$ cat src/fra_pkg.sv
package fra_pkg;

  localparam int MAX_FRAGMENTS = 128;
  localparam int MAP_W         = 128;
  localparam int CAP_W         = 18;
  localparam int SUM_OUT_W     = 20;

  localparam logic [CAP_W-1:0]     CAP_RESET  = 18'd131072;
  localparam logic [15:0]          LAST_RESET = 16'hFFFF;
  localparam logic [15:0]          CNT_MAX    = 16'hFFFF;
  localparam logic [SUM_OUT_W-1:0] SUM_MAX    = 20'hFFFFF;

  typedef struct packed {
    logic [15:0] frame_number;
    logic [6:0]  fragment_index;
    logic [7:0]  fragments_per_frame;
    logic        flush_flag;
    logic [10:0] payload_bytes;
  } frag_t;

  typedef struct packed {
    logic [16:0] write_offset;
    logic        write_enable;
    logic [17:0] frame_bytes;
    logic        frame_done;
    logic [15:0] missed_frames;
    logic        flush_out;
    logic [15:0] ack_frame;
    logic [63:0] ack_bits_low;
    logic [63:0] ack_bits_high;
    logic [19:0] useful_sum;
    logic [19:0] total_sum;
  } res_t;

  typedef struct packed {
    logic        adv;
    logic        en;
    logic [15:0] useful;
    logic [15:0] total;
  } win_upd_t;

endpackage

$ cat src/fra_window.sv
module fra_window #(
  parameter int WINDOW_FRAMES = 15,
  parameter int SUM_W         = 20
) (
  input  logic               clk,
  input  logic               rst_n,
  input  fra_pkg::win_upd_t  req,
  output logic [SUM_W-1:0]   sum_u,
  output logic [SUM_W-1:0]   sum_t
);
  import fra_pkg::*;

  generate
    if (WINDOW_FRAMES > 1) begin : g_line
      localparam int D = WINDOW_FRAMES - 1;

      logic [15:0]      u_line_r [D];
      logic [15:0]      t_line_r [D];
      logic [SUM_W-1:0] u_sum_r, t_sum_r;
      logic [SUM_W-1:0] u_sum_nxt, t_sum_nxt;

      // leaving frame joins the line, oldest frame drops out
      assign u_sum_nxt = req.adv ?
        (u_sum_r + SUM_W'(req.useful) - SUM_W'(u_line_r[D-1])) : u_sum_r;
      assign t_sum_nxt = req.adv ?
        (t_sum_r + SUM_W'(req.total) - SUM_W'(t_line_r[D-1])) : t_sum_r;

      always_ff @(posedge clk) begin
        if (!rst_n) begin
          u_sum_r <= '0;
          t_sum_r <= '0;
          for (int i = 0; i < D; i++) begin
            u_line_r[i] <= '0;
            t_line_r[i] <= '0;
          end
        end else if (req.en && req.adv) begin
          u_sum_r     <= u_sum_nxt;
          t_sum_r     <= t_sum_nxt;
          u_line_r[0] <= req.useful;
          t_line_r[0] <= req.total;
          for (int i = 1; i < D; i++) begin
            u_line_r[i] <= u_line_r[i-1];
            t_line_r[i] <= t_line_r[i-1];
          end
        end
      end

      assign sum_u = u_sum_nxt;
      assign sum_t = t_sum_nxt;
    end else begin : g_none
      assign sum_u = '0;
      assign sum_t = '0;
    end
  endgenerate

endmodule

$ cat src/fra_core.sv
module fra_core #(
  parameter int FRAGMENT_BYTES = 1024,
  parameter int WINDOW_FRAMES  = 15
) (
  input  logic              clk,
  input  logic              rst_n,
  input  logic              upd,
  input  fra_pkg::frag_t    item,
  input  logic [17:0]       cap,
  output fra_pkg::res_t     res
);
  import fra_pkg::*;

  localparam int SUM_W  = 16 + ((WINDOW_FRAMES > 1) ? $clog2(WINDOW_FRAMES) : 0);
  localparam int EXT_W  = (SUM_W > SUM_OUT_W) ? SUM_W : SUM_OUT_W;
  localparam int OFF_W  = $clog2(FRAGMENT_BYTES) + 8;
  localparam int END_W  = (OFF_W + 1 > CAP_W + 1) ? OFF_W + 1 : CAP_W + 1;

  logic [15:0]      frame_r, last_r;
  logic [MAP_W-1:0] map_r;
  logic [17:0]      size_r;
  logic             skip_r;
  logic [15:0]      useful_r, total_r;

  logic             new_frame;
  logic [MAP_W-1:0] base_map, map_nxt, need_mask;
  logic [17:0]      base_size, size_nxt;
  logic             base_skip, skip_nxt;
  logic [15:0]      base_useful, base_total, useful_nxt, total_nxt, last_nxt;
  logic             in_range, was_set, all_here, done;
  logic [7:0]       nclip;
  logic [END_W-1:0] offset, end_ofs;
  logic [SUM_W-1:0] sum_u, sum_t;
  logic [EXT_W-1:0] u_ext, t_ext;
  win_upd_t         wreq;

  assign new_frame   = item.frame_number != frame_r;
  assign base_map    = new_frame ? '0 : map_r;
  assign base_size   = new_frame ? '0 : size_r;
  assign base_skip   = new_frame ? 1'b0 : skip_r;
  assign base_useful = new_frame ? '0 : useful_r;
  assign base_total  = new_frame ? '0 : total_r;

  assign wreq.adv    = new_frame;
  assign wreq.en     = upd;
  assign wreq.useful = useful_r;
  assign wreq.total  = total_r;

  fra_window #(
    .WINDOW_FRAMES(WINDOW_FRAMES),
    .SUM_W(SUM_W)
  ) u_window (
    .clk  (clk),
    .rst_n(rst_n),
    .req  (wreq),
    .sum_u(sum_u),
    .sum_t(sum_t)
  );

  assign in_range = {1'b0, item.fragment_index} < 8'(MAX_FRAGMENTS);
  assign was_set  = in_range ? base_map[item.fragment_index] : 1'b1;
  assign nclip    = (item.fragments_per_frame > 8'(MAX_FRAGMENTS)) ?
                    8'(MAX_FRAGMENTS) : item.fragments_per_frame;

  always_comb begin
    for (int i = 0; i < MAP_W; i++) begin
      map_nxt[i]   = base_map[i] | (in_range && (item.fragment_index == 7'(i)));
      need_mask[i] = 8'(i) < nclip;
    end
  end

  assign all_here   = (map_nxt & need_mask) == need_mask;
  assign total_nxt  = (base_total == CNT_MAX) ? base_total : base_total + 16'd1;
  assign useful_nxt = (was_set || base_useful == CNT_MAX) ? base_useful
                                                          : base_useful + 16'd1;

  assign offset   = END_W'(FRAGMENT_BYTES) * END_W'(item.fragment_index);
  assign end_ofs  = offset + END_W'(item.payload_bytes);
  assign skip_nxt = base_skip || (end_ofs > END_W'(cap));
  assign size_nxt = (!skip_nxt && end_ofs > END_W'(base_size)) ? end_ofs[17:0] : base_size;
  assign done     = !skip_nxt && all_here && (item.frame_number != last_r);
  assign last_nxt = done ? item.frame_number : last_r;

  assign u_ext = EXT_W'(sum_u) + EXT_W'(useful_nxt);
  assign t_ext = EXT_W'(sum_t) + EXT_W'(total_nxt);

  always_comb begin
    res.write_offset  = offset[16:0];
    res.write_enable  = !skip_nxt && !was_set;
    res.frame_bytes   = size_nxt;
    res.frame_done    = done;
    res.missed_frames = done ? (item.frame_number - last_r - 16'd1) : '0;
    res.flush_out     = done && item.flush_flag;
    res.ack_frame     = item.frame_number;
    res.ack_bits_low  = map_nxt[63:0];
    res.ack_bits_high = map_nxt[127:64];
    res.useful_sum    = (u_ext > EXT_W'(SUM_MAX)) ? SUM_MAX : u_ext[SUM_OUT_W-1:0];
    res.total_sum     = (t_ext > EXT_W'(SUM_MAX)) ? SUM_MAX : t_ext[SUM_OUT_W-1:0];
  end

  always_ff @(posedge clk) begin
    if (!rst_n) begin
      frame_r  <= '0;
      last_r   <= LAST_RESET;
      map_r    <= '0;
      size_r   <= '0;
      skip_r   <= 1'b0;
      useful_r <= '0;
      total_r  <= '0;
    end else if (upd) begin
      frame_r  <= item.frame_number;
      last_r   <= last_nxt;
      map_r    <= map_nxt;
      size_r   <= size_nxt;
      skip_r   <= skip_nxt;
      useful_r <= useful_nxt;
      total_r  <= total_nxt;
    end
  end

  a_last_tracks_done: assert property (@(posedge clk) disable iff (!rst_n)
    upd && res.frame_done |=> last_r == frame_r)
    else $error("completed frame not recorded");

  a_skip_holds: assert property (@(posedge clk) disable iff (!rst_n)
    upd && !new_frame && skip_r |-> !res.write_enable && !res.frame_done)
    else $error("skipped frame stored or completed");

  a_useful_le_total: assert property (@(posedge clk) disable iff (!rst_n)
    useful_r <= total_r)
    else $error("useful count above total count");

endmodule

$ cat src/fragment_reassembly_ack_tracker_top.sv
// path: input transaction passes the input register, then the result register, before result valid
// throughput: one fragment header per cycle unless out_stall holds a waiting result
// output register holds a stalled result: while it waits, only an empty input register takes new input
// reset: synchronous active-low rst_n clears frame state, bitmap and window counters
// reset: buffer capacity returns to 131072, no clearing pass is needed
module fragment_reassembly_ack_tracker_top #(
  parameter int FRAGMENT_BYTES = 1024,
  parameter int WINDOW_FRAMES  = 15
) (
  input  logic        clk,
  input  logic        rst_n,
  input  logic        in_valid,
  output logic        in_stall,
  input  logic [15:0] in_frame_number,
  input  logic [6:0]  in_fragment_index,
  input  logic [7:0]  in_fragments_per_frame,
  input  logic        in_flush_flag,
  input  logic [10:0] in_payload_bytes,
  output logic        out_valid,
  input  logic        out_stall,
  output logic [16:0] out_write_offset,
  output logic        out_write_enable,
  output logic [17:0] out_frame_bytes,
  output logic        out_frame_done,
  output logic [15:0] out_missed_frames,
  output logic        out_flush_out,
  output logic [15:0] out_ack_frame,
  output logic [63:0] out_ack_bits_low,
  output logic [63:0] out_ack_bits_high,
  output logic [19:0] out_useful_sum,
  output logic [19:0] out_total_sum,
  input  logic        cfg_valid,
  output logic        cfg_ready,
  input  logic [17:0] cfg_data
);
  import fra_pkg::*;

  logic        s0_valid_r;
  frag_t       s0_item_r;
  logic        out_valid_r;
  res_t        out_res_r;
  res_t        res;
  logic [17:0] cap_r;
  logic        out_adv, upd;

  assign out_adv   = !out_valid_r || !out_stall;
  assign in_stall  = s0_valid_r && !out_adv;
  assign upd       = s0_valid_r && out_adv;
  assign cfg_ready = 1'b1;

  fra_core #(
    .FRAGMENT_BYTES(FRAGMENT_BYTES),
    .WINDOW_FRAMES (WINDOW_FRAMES)
  ) u_core (
    .clk  (clk),
    .rst_n(rst_n),
    .upd  (upd),
    .item (s0_item_r),
    .cap  (cap_r),
    .res  (res)
  );

  always_ff @(posedge clk) begin
    if (!rst_n) begin
      s0_valid_r  <= 1'b0;
      out_valid_r <= 1'b0;
      cap_r       <= CAP_RESET;
    end else begin
      if (!in_stall) begin
        s0_valid_r <= in_valid;
      end
      if (out_adv) begin
        out_valid_r <= s0_valid_r;
      end
      if (cfg_valid) begin
        cap_r <= cfg_data;
      end
    end
  end

  always_ff @(posedge clk) begin
    if (in_valid && !in_stall) begin
      s0_item_r.frame_number        <= in_frame_number;
      s0_item_r.fragment_index      <= in_fragment_index;
      s0_item_r.fragments_per_frame <= in_fragments_per_frame;
      s0_item_r.flush_flag          <= in_flush_flag;
      s0_item_r.payload_bytes       <= in_payload_bytes;
    end
    if (upd) begin
      out_res_r <= res;
    end
  end

  assign out_valid         = out_valid_r;
  assign out_write_offset  = out_res_r.write_offset;
  assign out_write_enable  = out_res_r.write_enable;
  assign out_frame_bytes   = out_res_r.frame_bytes;
  assign out_frame_done    = out_res_r.frame_done;
  assign out_missed_frames = out_res_r.missed_frames;
  assign out_flush_out     = out_res_r.flush_out;
  assign out_ack_frame     = out_res_r.ack_frame;
  assign out_ack_bits_low  = out_res_r.ack_bits_low;
  assign out_ack_bits_high = out_res_r.ack_bits_high;
  assign out_useful_sum    = out_res_r.useful_sum;
  assign out_total_sum     = out_res_r.total_sum;

endmodule

$ cat config.mk
export PLATFORM = sky130hd
export DESIGN_NAME = fragment_reassembly_ack_tracker_top
export DESIGN_NICKNAME = d
export VERILOG_FILES = /design/src/fra_pkg.sv /design/src/fra_window.sv /design/src/fra_core.sv /design/src/fragment_reassembly_ack_tracker_top.sv
export SDC_FILE = /design/constraint.sdc
export NUM_CORES = 2
export LEC_CHECK = 0
export ABC_AREA = 0
export BUFFER_PORTS_ARGS = -buffer_cell sky130_fd_sc_hd__buf_2
export CORE_MARGIN = 2
export CORE_UTILIZATION = 40
export CTS_BUF_LIST = sky130_fd_sc_hd__clkbuf_8 sky130_fd_sc_hd__clkbuf_16
export CTS_CLUSTER_DIAMETER = 30
export CTS_CLUSTER_SIZE = 24
export DETAILED_ROUTE_END_ITERATION = 8
export PLACE_DENSITY = 0.67
export SLEW_MARGIN = 25
export SYNTH_ARGS = -nofsm -noshare
export SYNTH_HDL_FRONTEND = slang
export SYNTH_SLANG_ARGS = --single-unit
$ cat constraint.sdc
create_clock -name clk -period 19.8 [get_ports clk]
set_input_delay 3.96 -clock clk [delete_from_list [all_inputs] [get_ports clk]]
set_output_delay 3.96 -clock clk [all_outputs]
set_load 0.01 [all_outputs]
======== Word level (Yosys, flattened, before mapping) ========
Memories as Yosys holds them, arrays and structs flattened.
Cells that the tools add are included.
cells by class
  add/sub/neg operators ................... 11
  multipliers ............................. 0
  divide/modulo/power cells ............... 0
  order comparisons ....................... 134
  equal/unequal tests ..................... 132
  shift-type cells ........................ 0
  multiplexer cells ....................... 45
  bitwise logic cells ..................... 157
  reduce and logical (&&, ||, !) cells .... 20
operator list
  cell                     number
  $lt A7 B8 Y1 const A     64
  $mux W16                 32
  $eq A7 B7 Y1 const B     64
  $lt A6 B8 Y1 const A     32
  $eq A7 B6 Y1 const B     32
  $or A1 B1 Y1             156
  $and A128 B128 Y128      1
  $eq A128 B128 Y1         1
  $lt A5 B8 Y1 const A     16
  $mux W128                1
  $eq A7 B5 Y1 const B     16
  $add A20 B16 Y20         4
  $lt A4 B8 Y1 const A     8
  $eq A7 B4 Y1 const B     8
  $gt A20 B20 Y1 const B   2
  $mux W20                 2
  $sub A20 B16 Y20         2
  $gt A18 B18 Y1           2
  $mux W18                 2
  $add A16 B1 Y16 const B  2
  $eq A16 B16 Y1 const B   2
  $lt A3 B8 Y1 const A     4
  $ne A16 B16 Y1           2
  $eq A7 B3 Y1 const B     4
  other kinds (17)         40
storage, ports and cells
  register bits after elaboration ......... 542
  latch bits .............................. 0
  bits in writable memories ............... 448
  ROM bits ................................ 0
  output and inout bits ................... 241
  logic and storage cells ................. 529
  memories ................................ 2
memories
  memory                           depth  width  read ports  clocked after memory_dff  write ports  line              source
  u_core.u_window.g_line.t_line_r  14     16     14          0                         14           fra_window.sv:18  logic [15:0] t_line_r [D];
  u_core.u_window.g_line.u_line_r  14     16     14          0                         14           fra_window.sv:17  logic [15:0] u_line_r [D];

======== Depth between registers and ports, before layout ========
  word-level depth ........................ 8
  gate-level depth with buffers ........... 29

======== Modules after synthesis ========
Synthesis repeated with hierarchy kept, for this count alone.
second synthesis, totals
  cell total of the unflattened synthesis .. 4269
  area, all modules ....................... 47625.7 um^2
by module, submodules not included
  module                               times used  cells an instance  area each (um^2)
  fra_window                           1           1554               20938.8
  fra_core                             1           2366               17469.3
  fragment_reassembly_ack_tracker_top  1           349                9217.6

======== Worst setup path before layout ========
No wires, ideal clock.
  path type ............................... input port to flip-flop
  start ................................... input port out_stall
  end ..................................... memory u_core.u_window.g_line.t_line_r[0][0] (enable)
  data arrival time ....................... 16.805 ns
  slack ................................... 2.006 ns
  stages on the path ...................... 6
  cell sequence ........................... nand2_1 > nand2_1 > nor2_1 > nor2_1 > inv_1 > clkbuf_1
RTL lines
  what                line                                       source
  start: declaration  fragment_reassembly_ack_tracker_top.sv:20  input logic out_stall,
  end: declaration    fra_window.sv:18

======== Worst setup path in the final report ========
  start ................................... input port out_stall
  end ..................................... output port in_stall
on the way
  cells in the longest elaborated chain, start to end .. 4
RTL lines
  what                 line                                       source
  $logic_not A1 Y1     fragment_reassembly_ack_tracker_top.sv:46  assign out_adv = !out_valid_r || !out_stall;
  $logic_or A1 B1 Y1   fragment_reassembly_ack_tracker_top.sv:46
  $logic_not A1 Y1     fragment_reassembly_ack_tracker_top.sv:47  assign in_stall = s0_valid_r && !out_adv;
  $logic_and A1 B1 Y1  fragment_reassembly_ack_tracker_top.sv:47
  end: declaration     fragment_reassembly_ack_tracker_top.sv:13  output logic in_stall,
Every way passes these cells.

==> results by group <==
Logic synthesis
  – Area share of xor/xnor cells in the synthesized design: 2.46%
  – Largest family of logic cells by synthesized area: simple AND/OR/NAND/NOR gates
  – Yosys reg bits: 990
  – Post-synthesis simple-gate area fraction: 15.4%
  – Post-synth top area cell: edfxtp_1
  – Area contributors post-synth: edfxtp_1 47%, dfxtp_1 12%, and3_1 4.1%, nand2_1 3.9%, o21ai_0 3.6%
  – Post-synth EDFFs: between 700 and 800
  – Mux share of post-synthesis cell area: 2.98%
  – Post-synthesis instance total: around 4100
  – Synth top area share: between 40 and 50%
  – Mean area per synthesized cell: 11.2 um2
  – Post-synthesis compound-gate area fraction: between 10 and 15%
  – FFs w/ async S/R, synth: 0%
  – Yosys cell types: between 70 and 80
  – Fraction of the yosys area taken by sequential cells: 58.9%
  – Ys Warns: 0
  – Synth Flop Type: edfxtp_1
  – Mapped cell area: 45900 um2
  – Synth Area in Adders: 4.99%

Routing
  – DR WL/cell: approximately 21 um
  – Via count: about 33000
  – 1st-iter DRT viols: between 4000 and 5000
  – DR DRC count: 11
  – Drt pass-1 iters: 9
  – Post-Route WL: approximately 130 mm
  – Vias/cell: between 5 and 6
  – Routed Antenna Nets: 0

STA
  – Skew final: roughly 75 ps
  – Slew margin rel.: about 17%
  – Period utilisation layout: between 40 and 50%
  – Fmax: roughly 0.12 GHz
  – Tmin final: 8440 ps
  – Pins Over Slew Limit: 0
  – Setup tns final: 0 ps
  – Final Hold Viols: 0
  – Final setup viols: 0
  – RSZ-0062 raised after global routing: false
  – Slew of the pin with the lowest slew margin: around 1200 ps

Worst setup path
  – Flop2flop setup slack: between 10000 and 15000 ps
  – Crit-path max FO: 3
  – Critical Path RT: between 15000 and 20000 ps
  – Critical Path AT: 4480 ps
  – Worst Path Class, Setup: in2out
  – Worst setup path startpoint: out_stall
  – Setup crit end kind: output pin
  – Startpoint Class: input port
  – Reg2reg start: s0_item_r[29]$_DFFE_PP_

Finish
  – Final #Nets: ~4600
  – Commonest non-fill, non-tap cell in the layout: edfxtp_1
  – Fin cells: 6055
  – Post-route cell area: approximately 55000 um2
  – Commonest non-fill, non-tap cells in the layout: 719 x edfxtp_1, 472 x nand2_1, 333 x o21ai_0
  – Share of cells above drive strength 1: 16.7%
  – Area Growth Syn to Fin: 20.5%
  – Core Util, Final: approximately 48%

Global route
  – Overall routing resource usage: about a fifth
  – Number of global-route vias before repair: about 32000
  – First-pass GRT wire length: ~190 mm
  – Initial antenna violation count: 3
  – Largest net degree at the start of global routing: ~280
  – Total grt overflow: 0

Clock tree
  – Clk root buf: clkbuf_16
  – Worst-skew pair later-pin latency: 780 ps
  – Post-CTS Resized: 0
  – Post-CTS Setup Inserts: 0
  – Clock tree buffer depth: 3
  – CTS clk-pin slew, worst paths: 40 ps
  – Num CTS Buffers: between 150 and 200
  – Clk sinks: between 900 and 1000
  – Cts hold-fix bufs: 0
  – H-tree levels: 4
  – CTS tree: built

Pwr
  – Comb pwr share: 10.7%
  – VDD IR max: 89.3 uV
  – Psw: about 1.6 mW
  – P_leak: around 22 nW
  – P_int: ~4.7 mW
  – Clock Power Share: 50.6%
  – Seq pwr share: about 39%
  – Switching share of power: 25.7%
  – PwrDens: between 100 and 150 nW/um2

Die
  – DIE AREA: 117000 um2
  – # rows: 124
  – CORE AREA: about 110000 um2
  – Initial core utilization: 40.2%
  – DIE WIDTH: between 300 and 400 um
  – IO Pins: 307
  – Vert. Die Dim: roughly 340 um

Placed design
  – GP Congestion: ~1.0
  – Dpl hpwl: about 81 mm
  – DP Cell Count: roughly 5700
  – Post-DP Area: ~49000 um2
  – Port Buf Inserts: about 300

Flow run
  – Total of max-cap violations: 0

Min path
  – Hold Crit Class: reg2reg
  – Worst hold start: u_core.total_r[10]$_SDFFE_PN0P_

Run status
  – Status: finished with violations
  – Violated checks: design-rule violations
[critical path, cell delays in order]
cell	delay, ps
buf_2	100
and3_1	250
buf_2	170
[sequential cells by signal (all words and copies together) (netlist names), 18 cells and up]
name	flops
u_core.u_window.g_line.t_line_r	224
u_core.u_window.g_line.u_line_r	224
u_core.map_r	128
out_ack_bits_high	64
out_ack_bits_low	64
s0_item_r	43
out_total_sum	20
out_useful_sum	20
u_core.u_window.g_line.t_sum_r	20
u_core.u_window.g_line.u_sum_r	20
cap_r	18
out_frame_bytes	18
u_core.size_r	18
[worst paths after layout]
kind                                           end  depth (start not counted)
setup / recovery                          in_stall                          3
hold reg to reg    u_core.total_r[10]$_SDFFE_PN0P_                          2
setup reg to reg  out_useful_sum[18]$_SDFFCE_PN1P_                         23
hold / removal     u_core.total_r[10]$_SDFFE_PN0P_                          2
[per-layer routing]
layer / wire length, um / track usage [%]
met5: 0 / 0
met4: 6110 / 10.2
met3: 11000 / 5.63
met2: 56400 / 31.7
met1: 53600 / 28.4
[stage by stage]
| stage | hold WS [ps] | worst slack, ps | power [mW] |
|---|---|---|---|
| after floorplan | 424 | 2010 | 2.95 |
| after detailed placement | 453 | 11360 | 3.13 |
| after global placement | 443 | 11360 | 3.12 |
| after global routing | 463 | 11320 | 6.51 |
| after CTS | 459 | 11360 | 6.33 |
| final | 461 | 11360 | 6.29 |
[cells by family (layout without fill, tap and decap cells)]
family / count (synthesis) / after routing
and+or+nand+nor: 1429 / 1429
DFF: 990 / 990
AOI/OAI and AO/OA: 792 / 792
buffers and inverters: 489 / 933
adders and majority gates: 162 / 162
xor gates and xnor gates: 129 / 129
muxes: 95 / 95
other: 2 / 13
[layout make-up]
type                    instances  area (um2)
repair buffers                365        2070
inverters                     217         830
clock inverters               158        1710
fillers                     10100       58700
flip-flops and latches        990       27000
clock buffers                 193        4770
diodes                          2        5.00
multi-input cells            2618       17000
well taps                    1512        1890
[power by group through the flow]
stage          sequential (mW)  clock (mW)  combinational [mW]
2_1_floorplan             2.50           0               0.451
3_3_place_gp              2.47           0               0.653
3_5_place_dp              2.47           0               0.665
4_1_cts                   2.43        3.23               0.672
5_1_grt                   2.44        3.33               0.745
6_report                  2.43        3.18               0.674
[Yosys cell counts, types with 25 or more instances]
| library cell | instances |
|---|---|
| edfxtp_1 | 719 |
| nand2_1 | 474 |
| o21ai_0 | 333 |
| and3_1 | 297 |
| dfxtp_1 | 271 |
| nor2_1 | 253 |
| clkbuf_1 | 218 |
| inv_1 | 211 |
| and2_1 | 150 |
| a21oi_1 | 132 |
| ha_1 | 127 |
| a222oi_1 | 77 |
| xnor2_1 | 75 |
| nor3_1 | 62 |
| xor2_1 | 54 |
| mux2i_1 | 50 |
| a21o_1 | 46 |
| nand3_1 | 41 |
| fa_1 | 35 |
| mux4_2 | 32 |
| nor4_1 | 30 |
| nand4_1 | 28 |
| o22ai_1 | 25 |
No activity file was read; power rests on OpenSTA's default activity.
